==> src/mtss_pkg.sv <==
package mtss_pkg;

  localparam int unsigned KIND_W   = 3;
  localparam int unsigned DELTA_W  = 8;
  localparam int unsigned STEP_W   = 7;
  localparam int unsigned REM_W    = 8;
  localparam int unsigned SUM_W    = 9;
  localparam int unsigned DIV_W    = 8;
  localparam int unsigned CNT_W    = 3;
  localparam int unsigned CFG_IDX_W = 1;

  localparam logic [KIND_W-1:0] KIND_MOTION         = 3'd0;
  localparam logic [KIND_W-1:0] KIND_ZOOM_PRESS     = 3'd1;
  localparam logic [KIND_W-1:0] KIND_ZOOM_RELEASE   = 3'd2;
  localparam logic [KIND_W-1:0] KIND_SCROLL_PRESS   = 3'd3;
  localparam logic [KIND_W-1:0] KIND_SCROLL_RELEASE = 3'd4;
  localparam logic [KIND_W-1:0] KIND_PREC_TOGGLE    = 3'd5;

  localparam logic [CFG_IDX_W-1:0] REG_WHEEL_DIV = 1'd0;
  localparam logic [CFG_IDX_W-1:0] REG_ZOOM_DIV  = 1'd1;

  localparam logic [STEP_W-1:0] WHEEL_DIV_RESET = 7'd8;
  localparam logic [STEP_W-1:0] ZOOM_DIV_RESET  = 7'd12;
  localparam logic [STEP_W-1:0] STEP_MIN        = 7'd2;

  typedef enum logic [1:0] {
    SEL_VERT = 2'd0,
    SEL_HORZ = 2'd1,
    SEL_ZOOM = 2'd2
  } sel_t;

  typedef struct packed {
    logic capture;
    logic div_load;
    logic div_step;
    logic commit;
    sel_t sel;
    logic apply;
    logic out_load;
  } cmd_t;

  typedef struct packed {
    logic is_motion;
    logic scroll_active;
    logic zoom_active;
    logic div_last;
  } sts_t;

endpackage

==> src/mtss_ctrl.sv <==
module mtss_ctrl import mtss_pkg::*; (
  input  logic clk,
  input  logic rst_n,
  input  logic in_valid,
  output logic in_stall,
  output logic out_valid,
  input  logic out_stall,
  input  sts_t sts,
  output cmd_t cmd
);

  typedef enum logic [8:0] {
    S_IDLE   = 9'b000000001,
    S_DECODE = 9'b000000010,
    S_VLOAD  = 9'b000000100,
    S_VRUN   = 9'b000001000,
    S_HLOAD  = 9'b000010000,
    S_HRUN   = 9'b000100000,
    S_ZLOAD  = 9'b001000000,
    S_ZRUN   = 9'b010000000,
    S_DONE   = 9'b100000000
  } state_t;

  state_t state_r, state_nxt;
  logic   out_valid_r, out_valid_nxt;
  logic   apply_pending;

  assign in_stall  = (state_r != S_IDLE);
  assign out_valid = out_valid_r;

  // non-divider items are applied on the way from decode to done
  assign apply_pending = !(sts.is_motion && (sts.scroll_active || sts.zoom_active));

  always_comb begin
    state_nxt = state_r;
    cmd       = '0;
    cmd.sel   = SEL_VERT;
    case (state_r)
      S_IDLE: begin
        if (in_valid) begin
          cmd.capture = 1'b1;
          state_nxt   = S_DECODE;
        end
      end
      S_DECODE: begin
        if (apply_pending) begin
          cmd.apply = 1'b1;
          state_nxt = S_DONE;
        end else if (sts.scroll_active) begin
          state_nxt = S_VLOAD;
        end else begin
          state_nxt = S_ZLOAD;
        end
      end
      S_VLOAD: begin
        cmd.div_load = 1'b1;
        cmd.sel      = SEL_VERT;
        state_nxt    = S_VRUN;
      end
      S_VRUN: begin
        cmd.div_step = 1'b1;
        cmd.sel      = SEL_VERT;
        if (sts.div_last) begin
          cmd.commit = 1'b1;
          state_nxt  = S_HLOAD;
        end
      end
      S_HLOAD: begin
        cmd.div_load = 1'b1;
        cmd.sel      = SEL_HORZ;
        state_nxt    = S_HRUN;
      end
      S_HRUN: begin
        cmd.div_step = 1'b1;
        cmd.sel      = SEL_HORZ;
        if (sts.div_last) begin
          cmd.commit = 1'b1;
          state_nxt  = S_DONE;
        end
      end
      S_ZLOAD: begin
        cmd.div_load = 1'b1;
        cmd.sel      = SEL_ZOOM;
        state_nxt    = S_ZRUN;
      end
      S_ZRUN: begin
        cmd.div_step = 1'b1;
        cmd.sel      = SEL_ZOOM;
        if (sts.div_last) begin
          cmd.commit = 1'b1;
          state_nxt  = S_DONE;
        end
      end
      S_DONE: begin
        if (!out_valid_r || !out_stall) begin
          cmd.out_load = 1'b1;
          state_nxt    = S_IDLE;
        end
      end
      default: begin
        state_nxt = S_IDLE;
      end
    endcase
  end

  always_comb begin
    out_valid_nxt = out_valid_r;
    if (cmd.out_load) begin
      out_valid_nxt = 1'b1;
    end else if (out_valid_r && !out_stall) begin
      out_valid_nxt = 1'b0;
    end
  end

  always_ff @(posedge clk) begin
    if (!rst_n) begin
      state_r     <= S_IDLE;
      out_valid_r <= 1'b0;
    end else begin
      state_r     <= state_nxt;
      out_valid_r <= out_valid_nxt;
    end
  end

endmodule

==> src/mtss_dp.sv <==
module mtss_dp import mtss_pkg::*; (
  input  logic                        clk,
  input  logic                        rst_n,
  input  cmd_t                        cmd,
  output sts_t                        sts,
  input  logic [KIND_W-1:0]           in_kind,
  input  logic signed [DELTA_W-1:0]   in_motion_x,
  input  logic signed [DELTA_W-1:0]   in_motion_y,
  input  logic                        cfg_we,
  input  logic [CFG_IDX_W-1:0]        cfg_index,
  input  logic [STEP_W-1:0]           cfg_data,
  output logic signed [DELTA_W-1:0]   out_pointer_x,
  output logic signed [DELTA_W-1:0]   out_pointer_y,
  output logic signed [DELTA_W-1:0]   out_wheel_vertical,
  output logic signed [DELTA_W-1:0]   out_wheel_horizontal,
  output logic signed [DELTA_W-1:0]   out_zoom_steps,
  output logic                        out_precision_on
);

  logic [STEP_W-1:0] wheel_div_r, zoom_div_r;
  logic              scroll_r, zoom_r, prec_r;
  logic              scroll_nxt, zoom_nxt, prec_nxt;
  logic signed [REM_W-1:0] hrem_r, vrem_r, zrem_r;
  logic signed [REM_W-1:0] hrem_nxt, vrem_nxt, zrem_nxt;

  logic [KIND_W-1:0]         kind_r;
  logic signed [DELTA_W-1:0] dx_r, dy_r;
  logic signed [DELTA_W-1:0] res_px_r, res_py_r, res_wv_r, res_wh_r, res_zs_r;
  logic signed [DELTA_W-1:0] res_px_nxt, res_py_nxt, res_wv_nxt, res_wh_nxt, res_zs_nxt;

  // serial restoring divider
  logic [DIV_W-1:0]  dvd_r, quo_r;
  logic [STEP_W-1:0] dsr_r, pr_r;
  logic              neg_r;
  logic [CNT_W-1:0]  cnt_r;

  logic signed [REM_W-1:0]   op_rem;
  logic signed [DELTA_W-1:0] op_delta;
  logic [STEP_W-1:0]         op_step, op_dsr;
  logic signed [SUM_W-1:0]   op_sum, op_abs;
  logic [DIV_W-1:0]          trial, trial_sub;
  logic                      trial_ge;
  logic [STEP_W-1:0]         pr_step;
  logic [DIV_W-1:0]          quo_step;
  logic signed [DELTA_W-1:0] steps_out;
  logic signed [REM_W-1:0]   rem_out;

  assign sts.is_motion     = (kind_r == KIND_MOTION);
  assign sts.scroll_active = scroll_r;
  assign sts.zoom_active   = zoom_r;
  assign sts.div_last      = (cnt_r == {CNT_W{1'b1}});

  always_comb begin
    case (cmd.sel)
      SEL_VERT: begin
        op_rem = vrem_r; op_delta = dy_r; op_step = wheel_div_r;
      end
      SEL_HORZ: begin
        op_rem = hrem_r; op_delta = dx_r; op_step = wheel_div_r;
      end
      SEL_ZOOM: begin
        op_rem = zrem_r; op_delta = dy_r; op_step = zoom_div_r;
      end
      default: begin
        op_rem = vrem_r; op_delta = dy_r; op_step = wheel_div_r;
      end
    endcase
    op_dsr = (op_step < STEP_MIN) ? STEP_MIN : op_step;
    op_sum = SUM_W'(op_rem) + SUM_W'(op_delta);
    op_abs = op_sum[SUM_W-1] ? -op_sum : op_sum;
  end

  assign trial     = {pr_r, dvd_r[DIV_W-1]};
  assign trial_ge  = (trial >= {1'b0, dsr_r});
  assign trial_sub = trial - {1'b0, dsr_r};
  assign pr_step   = trial_ge ? trial_sub[STEP_W-1:0] : trial[STEP_W-1:0];
  assign quo_step  = {quo_r[DIV_W-2:0], trial_ge};

  // emitted count is the negated signed quotient; remainder takes the sum's sign
  assign steps_out = neg_r ? $signed(quo_step) : -$signed(quo_step);
  assign rem_out   = neg_r ? -$signed({1'b0, pr_step}) : $signed({1'b0, pr_step});

  always_comb begin
    scroll_nxt = scroll_r;
    zoom_nxt   = zoom_r;
    prec_nxt   = prec_r;
    hrem_nxt   = hrem_r;
    vrem_nxt   = vrem_r;
    zrem_nxt   = zrem_r;
    res_px_nxt = res_px_r;
    res_py_nxt = res_py_r;
    res_wv_nxt = res_wv_r;
    res_wh_nxt = res_wh_r;
    res_zs_nxt = res_zs_r;
    if (cmd.capture) begin
      res_px_nxt = '0;
      res_py_nxt = '0;
      res_wv_nxt = '0;
      res_wh_nxt = '0;
      res_zs_nxt = '0;
    end
    if (cmd.apply) begin
      case (kind_r)
        KIND_MOTION: begin
          hrem_nxt   = '0;
          vrem_nxt   = '0;
          zrem_nxt   = '0;
          res_px_nxt = dx_r;
          res_py_nxt = dy_r;
        end
        KIND_ZOOM_PRESS: begin
          zoom_nxt = 1'b1;
          hrem_nxt = '0;
          vrem_nxt = '0;
          zrem_nxt = '0;
        end
        KIND_ZOOM_RELEASE: begin
          zoom_nxt = 1'b0;
        end
        KIND_SCROLL_PRESS: begin
          scroll_nxt = 1'b1;
          hrem_nxt   = '0;
          vrem_nxt   = '0;
          zrem_nxt   = '0;
        end
        KIND_SCROLL_RELEASE: begin
          scroll_nxt = 1'b0;
        end
        KIND_PREC_TOGGLE: begin
          prec_nxt = !prec_r;
        end
        default: begin
        end
      endcase
    end
    if (cmd.commit) begin
      case (cmd.sel)
        SEL_VERT: begin
          vrem_nxt   = rem_out;
          res_wv_nxt = steps_out;
        end
        SEL_HORZ: begin
          hrem_nxt   = rem_out;
          res_wh_nxt = steps_out;
        end
        SEL_ZOOM: begin
          zrem_nxt   = rem_out;
          res_zs_nxt = steps_out;
        end
        default: begin
        end
      endcase
    end
  end

  always_ff @(posedge clk) begin
    if (!rst_n) begin
      wheel_div_r <= WHEEL_DIV_RESET;
      zoom_div_r  <= ZOOM_DIV_RESET;
      scroll_r    <= 1'b0;
      zoom_r      <= 1'b0;
      prec_r      <= 1'b0;
      hrem_r      <= '0;
      vrem_r      <= '0;
      zrem_r      <= '0;
      cnt_r       <= '0;
    end else begin
      if (cfg_we && cfg_index == REG_WHEEL_DIV) begin
        wheel_div_r <= cfg_data;
      end
      if (cfg_we && cfg_index == REG_ZOOM_DIV) begin
        zoom_div_r <= cfg_data;
      end
      scroll_r <= scroll_nxt;
      zoom_r   <= zoom_nxt;
      prec_r   <= prec_nxt;
      hrem_r   <= hrem_nxt;
      vrem_r   <= vrem_nxt;
      zrem_r   <= zrem_nxt;
      if (cmd.div_load) begin
        cnt_r <= '0;
      end else if (cmd.div_step) begin
        cnt_r <= cnt_r + 1'b1;
      end
    end
  end

  always_ff @(posedge clk) begin
    if (cmd.capture) begin
      kind_r <= in_kind;
      dx_r   <= in_motion_x;
      dy_r   <= in_motion_y;
    end
    res_px_r <= res_px_nxt;
    res_py_r <= res_py_nxt;
    res_wv_r <= res_wv_nxt;
    res_wh_r <= res_wh_nxt;
    res_zs_r <= res_zs_nxt;
    if (cmd.div_load) begin
      dvd_r <= op_abs[DIV_W-1:0];
      dsr_r <= op_dsr;
      neg_r <= op_sum[SUM_W-1];
      pr_r  <= '0;
      quo_r <= '0;
    end else if (cmd.div_step) begin
      dvd_r <= {dvd_r[DIV_W-2:0], 1'b0};
      pr_r  <= pr_step;
      quo_r <= quo_step;
    end
    if (cmd.out_load) begin
      out_pointer_x        <= res_px_r;
      out_pointer_y        <= res_py_r;
      out_wheel_vertical   <= res_wv_r;
      out_wheel_horizontal <= res_wh_r;
      out_zoom_steps       <= res_zs_r;
      out_precision_on     <= prec_r;
    end
  end

endmodule

==> src/motion_to_scroll_zoom_steps_unit.sv <==
// Turns pointer motion and mode key words into pointer, wheel and zoom steps, one
// result word per input word. One word is in flight at a time: a key word or a
// motion word with no mode active goes from decode straight to done; a zoom-mode
// motion word runs the shared 8-step serial divider once, a scroll-mode one twice
// (vertical, then horizontal). The result sits in an output register, so a new
// word is taken while the last result waits on out_stall. Wheel and zoom divisors
// (index 0 and 1) are to be written by the user only while the unit is idle; the
// unit itself does not enforce this. Values below 2 act as 2.
module motion_to_scroll_zoom_steps_unit import mtss_pkg::*; (
  input  logic                       clk,
  input  logic                       rst_n,
  input  logic                       in_valid,
  output logic                       in_stall,
  input  logic [KIND_W-1:0]          in_kind,
  input  logic signed [DELTA_W-1:0]  in_motion_x,
  input  logic signed [DELTA_W-1:0]  in_motion_y,
  output logic                       out_valid,
  input  logic                       out_stall,
  output logic signed [DELTA_W-1:0]  out_pointer_x,
  output logic signed [DELTA_W-1:0]  out_pointer_y,
  output logic signed [DELTA_W-1:0]  out_wheel_vertical,
  output logic signed [DELTA_W-1:0]  out_wheel_horizontal,
  output logic signed [DELTA_W-1:0]  out_zoom_steps,
  output logic                       out_precision_on,
  input  logic                       cfg_valid,
  output logic                       cfg_ready,
  input  logic [CFG_IDX_W-1:0]       cfg_index,
  input  logic [STEP_W-1:0]          cfg_data
);

  cmd_t cmd;
  sts_t sts;

  assign cfg_ready = 1'b1;

  mtss_ctrl u_ctrl (
    .clk       (clk),
    .rst_n     (rst_n),
    .in_valid  (in_valid),
    .in_stall  (in_stall),
    .out_valid (out_valid),
    .out_stall (out_stall),
    .sts       (sts),
    .cmd       (cmd)
  );

  mtss_dp u_dp (
    .clk                  (clk),
    .rst_n                (rst_n),
    .cmd                  (cmd),
    .sts                  (sts),
    .in_kind              (in_kind),
    .in_motion_x          (in_motion_x),
    .in_motion_y          (in_motion_y),
    .cfg_we               (cfg_valid && cfg_ready),
    .cfg_index            (cfg_index),
    .cfg_data             (cfg_data),
    .out_pointer_x        (out_pointer_x),
    .out_pointer_y        (out_pointer_y),
    .out_wheel_vertical   (out_wheel_vertical),
    .out_wheel_horizontal (out_wheel_horizontal),
    .out_zoom_steps       (out_zoom_steps),
    .out_precision_on     (out_precision_on)
  );

endmodule
==> config.mk <==
export PLATFORM = sky130hd
export DESIGN_NAME = motion_to_scroll_zoom_steps_unit
export DESIGN_NICKNAME = d
export VERILOG_FILES = /design/src/mtss_pkg.sv /design/src/mtss_ctrl.sv /design/src/mtss_dp.sv /design/src/motion_to_scroll_zoom_steps_unit.sv
export SDC_FILE = /design/constraint.sdc
export NUM_CORES = 1
export LEC_CHECK = 0
export BUFFER_PORTS_ARGS = -buffer_cell sky130_fd_sc_hd__buf_2
export CAP_MARGIN = 20
export CORE_ASPECT_RATIO = 1.4
export CORE_MARGIN = 2
export CORE_UTILIZATION = 59
export CTS_CLUSTER_SIZE = 12
export DETAILED_ROUTE_END_ITERATION = 6
export PLACE_DENSITY_LB_ADDON = 0.1
export SLEW_MARGIN = 20
export SYNTH_ARGS = -nofsm -noshare
export SYNTH_HDL_FRONTEND = slang
export SYNTH_SLANG_ARGS = --single-unit
==> constraint.sdc <==
create_clock -name clk -period 5.7 [get_ports clk]
set_clock_uncertainty 0.05 [all_clocks]
set_input_delay 0.285 -clock clk [delete_from_list [all_inputs] [get_ports clk]]
set_output_delay 0.285 -clock clk [all_outputs]
set_load 0.005 [all_outputs]
; ---- After elaboration in Yosys (flattened, before gate mapping)
; Cells that the tools add are included.
[word_totals]
reg_bits = 184
latch_bits = 0
ramBits = 0
romBits = 0
out_inout_bits = 44
elab_cells = 145
n_memories = 0
[op_classes]
n_addsub = 6
multipliers = 0
div = 0
order_cmp = 2
eq_ne = 22
shift = 0
n_mux = 57
bitwise = 2
n_reduce_logical = 26
[op_table]
columns = operator, n
row1 = $mux 8, 33
row2 = $pmux 9 s8, 1
row3 = $mux 9, 5
row4 = $mux 7, 3
row5 = $neg 8->8, 2
row6 = $pmux 8 s2, 1
row7 = $mux 1, 10
row8 = $add 8x8->9, 1
row9 = $eq 3x3->1 const B, 3
row10 = $eq 9x1->1 const B, 1
row11 = $eq 9x2->1 const B, 1
row12 = $eq 9x3->1 const B, 1
row13 = $eq 9x4->1 const B, 1
row14 = $eq 9x5->1 const B, 1
row15 = $eq 9x6->1 const B, 1
row16 = $eq 9x7->1 const B, 1
row17 = $eq 9x8->1 const B, 1
row18 = $eq 9x9->1 const B, 1
row19 = $ne 9x1->1 const B, 1
row20 = $reduce_or 3->1, 3
row21 = $ge 8x7->1, 1
row22 = $neg 7->8, 1
row23 = $reduce_bool 2->1, 4
row24 = $reduce_or 2->1, 4
row25 = other kinds (20), 33

; ---- Depth between registers and ports, before layout
[depth]
depth_word = 9
depth_mapped = 20
depth_no_buf = 17

; ---- By module
; A second synthesis with hierarchy kept.
[hier_totals]
hier_cells = 820
area_unflattened_um2 = 8396.8
[modules_own_cells]
columns = mod, instances, cells_per_inst, area_each_um2
row1 = mtss_dp, 1, 721, 7642.3
row2 = mtss_ctrl, 1, 97, 743.2
row3 = motion_to_scroll_zoom_steps_unit, 1, 2, 11.3

; ---- Worst setup path before layout
; Ideal clock, no wire load.
[synth_timing]
path_kind = register -> register
startpoint = reg u_ctrl.state_r[2]
endpoint = reg u_dp.dvd_r[7] (data pin)
setup_time_ns = 0.152
arrival_time_ns = 4.619
t_required_ns = 5.498
path_slack_ns = 0.879
path_stages_with_launch = 19
cell_sequence = dfxtp_1 > nor2_1 > nand2_1 > or2_2 > clkbuf_1 > or4_1 > inv_1 > ha_1 > clkbuf_1 > clkbuf_1 > a22oi_1 > o21ai_0 > ha_1 > fa_1 > or3_1 > or3_1 > o31a_1 > or3_1 > a31oi_1
[synth_between]
elab_chain_len = 9
elab_cells_between_ends = 18
[synth_lines]
columns = item, line
row1 = start: declaration, mtss_ctrl.sv:24  ; state_t state_r, state_nxt;
row2 = start signal: assignment, mtss_ctrl.sv:120  ; state_r <= state_nxt;
row3 = "$eq 9x7->1, or another cell as far along", mtss_ctrl.sv:38  ; case (state_r)
row4 = $reduce_or 2->1 (no source line), -
row5 = $pmux 2 s2, mtss_ctrl.sv:38
row6 = $eq 2x2->1 or $eq 2x1->1 (tied branches), mtss_dp.sv:54  ; case (cmd.sel)
row7 = $pmux 8 s2 or $mux 8 (tied branches), mtss_dp.sv:54
row8 = $add 8x8->9, mtss_dp.sv:69  ; op_sum = SUM_W'(op_rem) + SUM_W'(op_delta);
row9 = $neg 8->8, mtss_dp.sv:70  ; op_abs = op_sum[SUM_W-1] ? -op_sum : op_sum;
row10 = $mux 8, mtss_dp.sv:70
row11 = $mux 8 *, mtss_dp.sv:199  ; if (cmd.div_load) begin
row12 = end signal: assignment, mtss_dp.sv:200  ; dvd_r <= op_abs[DIV_W-1:0];
row13 = end signal: assignment, mtss_dp.sv:206  ; dvd_r <= {dvd_r[DIV_W-2:0], 1'b0};
row14 = end: declaration, mtss_dp.sv:32  ; logic [DIV_W-1:0] dvd_r, quo_r;
; Mark *: on every way between the ends. The rest lies on a longest branch, timed or not.
; A chain may end at the register's enable or synchronous reset.

; ---- Worst setup path after layout
[layout_timing]
startpoint = reg u_ctrl.state_r[2]
endpoint = reg u_dp.dvd_r[2] (data pin)
; Same word-level chain as after synthesis.

==> out/qor.yml <==
outcome: "finished clean"
die_area_sq_mm: 0.0147
worstPathArrival_ns: 5.24
syn_nets: 840
synth_warnings: 0
largest_register_ffs: 9
synth-seq-cells: 184
drcViolationCount: 0
worstPathCellList: "nor2_1 > nand2_1 > or2_2 > nor4_1 > ha_2 > mux2_2 > ha_1 > fa_1 > a21oi_1 > o21bai_1 > a211o_1 > a2111oi_2 > o21bai_1 > xnor2_1 > mux2_2"
numCtsBuffers: 17
power_leakage_nw: 3.51
synth_fa_ha_area_frac: 0.0405
rsz0062_at_grt: "no"
peakVddDrop_v: 0.000200
max-cap-violations: 0
antenna_left: 0
fin_tns_setup_ns: 0
slowest_stage: "a2111oi_2"
final_util: 0.697
post-place-ws_ns: 0.471
clk-insertion-delay-late_ns: 0.43
r2r_setup_slack_ns: 0.60
grt_use_total: 0.245
synth.most_common_cell: "dfxtp_1"
synthXorXnorAreaFrac: 0.0282
fin_crit_ns: 5.10
synthFlopType: "dfxtp_1"
synth_area_leaders: "edfxtp_1, dfxtp_1, o21ai_0"
finalWeightedCongestion: 0.894
slew_headroom: 0.305
synth-simple-area-share: 0.156
initial_core_util: 0.604
synth_seq_area_share: 0.550
io_buffers: 74
max_stage_delay_ns: 0.59
synthMuxAreaShare: 0.0381
netlist.area_leader.share: 0.282
synth_edf_count: 76
crit_path_start_kind: "flip-flop"
synth_compound_area_frac: 0.147
rows: 50
cp-end-kind: "flip-flop"
cts_root_buffer: "clkbuf_16"
worst_pin_slew_ns: 1.04
wirelength_um: 17000
coreArea_sq_mm: 0.0134
setup_slack_ns: 0.595
crit_fanout: 18
timing.final.hold_violations: 0
syn_inst: 783
finalMaxSlewViolations: 0
fin_crit_sh: 0.896
hold_path.class: "in2reg"
syn-cell-area_sq_mm: 0.00809
routed-via-count: 6098
grt_pass1_vias: 5952
synth_commonest_cells: "dfxtp_1, nand2_1, edfxtp_1"
area.growth.synth_to_final_pct: 15.5
drive_gt1_frac: 0.159
drt_iter0_drc: 311
top_register: "u_ctrl.state_r"
synth.distinct_cells: 66
die_h_um: 143
htreeDepth: 4
wl_per_cell_um: 16.2
synth_top_family_by_area: "simple AND/OR/NAND/NOR gates"
grt_pass1_wl_um: 27800
antenna_found_initial: 0
first_pass_iters: 5
power_density_mw_per_mm2: 298
crit_type: "reg2reg"
max_freq_mhz: 196
dp_hpwl_um: 11900
clk_pin_slew_ns: 0.07
cts.sinks: 184
clockBufferDepth: 2
viasPerCell: 5.81
grt_remaining_overflow: 0
syn_avg_cell_area_sq_um: 10.3
die_width_um: 103
async_flop_share: 0
yosysTopAreaCell: "edfxtp_1"
nNetsFinal: 912
num_antenna_cells: 0
cts_tree: "yes"
ios: 76
worst_ep_required_time_ns: 5.84
grt_max_degree: 47
finalSetupViolCount: 0
-- final cells by class --
cell class / count / area [sq um]
clock buffers: 19 / 443
inverters: 36 / 135
fillers: 1019 / 4050
repair buffers: 98 / 598
flip-flops and latches: 184 / 4440
well taps: 182 / 228
clock inverters: 13 / 144
multi-input cells: 518 / 3340
-- what timing repair did --
item	CTS	global route
hold endpoints to repair	19	0
gates resized for setup	0	1
hold buffers	19	0
endpoints found under the setup margin	0	2
setup buffers	0	0
-- through the flow --
stage          hold slack (ns)  total power [mW]  cell area, sq um  cells
2_1_floorplan            0.334              1.58              8090    783
3_3_place_gp             0.364              1.63              8560    999
3_5_place_dp             0.366              1.64              8560    999
4_1_cts                 0.0214              2.80              9330   1050
5_1_grt                 0.0340              2.87              9340   1050
6_report                0.0369              2.78              9340   1050
-- cell usage in the layout, fill, tap and decap left out, types with 4 or more instances in the layout --
master         Yosys  layout
dfxtp_1          108     108
nand2_1           79      79
edfxtp_1          76      76
buf_2              6      74
o21ai_0           71      71
nand3_1           50      50
nor2_1            41      41
inv_1             36      36
nor2b_1           28      28
ha_1              23      22
dlygate4sd3_1      0      19
a22oi_1           18      18
a21oi_1           18      17
clkbuf_16          0      17
xnor2_1           15      15
mux2i_1           15      15
mux2_2            14      14
o22ai_1           13      13
xor2_1            11      11
nor3_1            10      10
a32oi_1            8       8
a31oi_1            7       7
a21boi_0           7       7
or4_1              5       5
and3_1             5       5
a211oi_1           5       5
buf_4              1       5
or3_1              4       4
a21o_1             4       4
-- final timing paths --
path                                                     start                                   end  depth (start not counted)
worst min-delay path                               cfg_data[3]      u_dp.wheel_div_r[3]$_SDFFE_PN1P_                          3
worst min register to register        u_dp.res_wv_r[2]$_DFF_P_  u_dp.out_wheel_vertical[2]$_DFFE_PP_                          0
worst max register to register  u_ctrl.state_r[2]$_SDFFE_PN0P_               u_dp.dvd_r[2]$_DFFE_PP_                         15
worst max-delay path            u_ctrl.state_r[2]$_SDFFE_PN0P_               u_dp.dvd_r[2]$_DFFE_PP_                         15
-- cells by family after synthesis --
group | Yosys count
XOR/XNOR | 26
multiplexers | 29
buffers and inverters | 81
flip-flops | 184
AND/OR/NAND/NOR | 253
AO/OA/AOI/OAI | 184
other | 1
adder cells (fa/ha/maj) | 25
-- worst max-delay path: cells and delay by family, from the launching register on --
kind / cells / cell delay (ns)
flip-flops: 1 / 0.32
AND/OR/NAND/NOR: 4 / 1.11
multiplexers: 2 / 0.65
AO/OA/AOI/OAI: 5 / 1.42
adder cells (fa/ha/maj): 3 / 1.14
XOR/XNOR: 1 / 0.15
-- metal layers --
layer / part of all wire / GRT usage / up-vias / wire length, um
met5: 0 / 0 / - / 0
met4: 0.034 / 0.115 / 0 / 584
met3: 0.039 / 0.0604 / 48 / 658
met2: 0.52 / 0.432 / 184 / 8910
met1: 0.40 / 0.270 / 2884 / 6850
li1: - / - / 2982 / -
-- where the power goes --
part	internal [mW]	switching (mW)	total, mW
sequential	1.40	0.0225	1.42
combinational	0.0832	0.123	0.207
clock	0.660	0.496	1.16
total	2.14	0.642	2.78
Note: power is estimated with default switching activity, not from simulation.
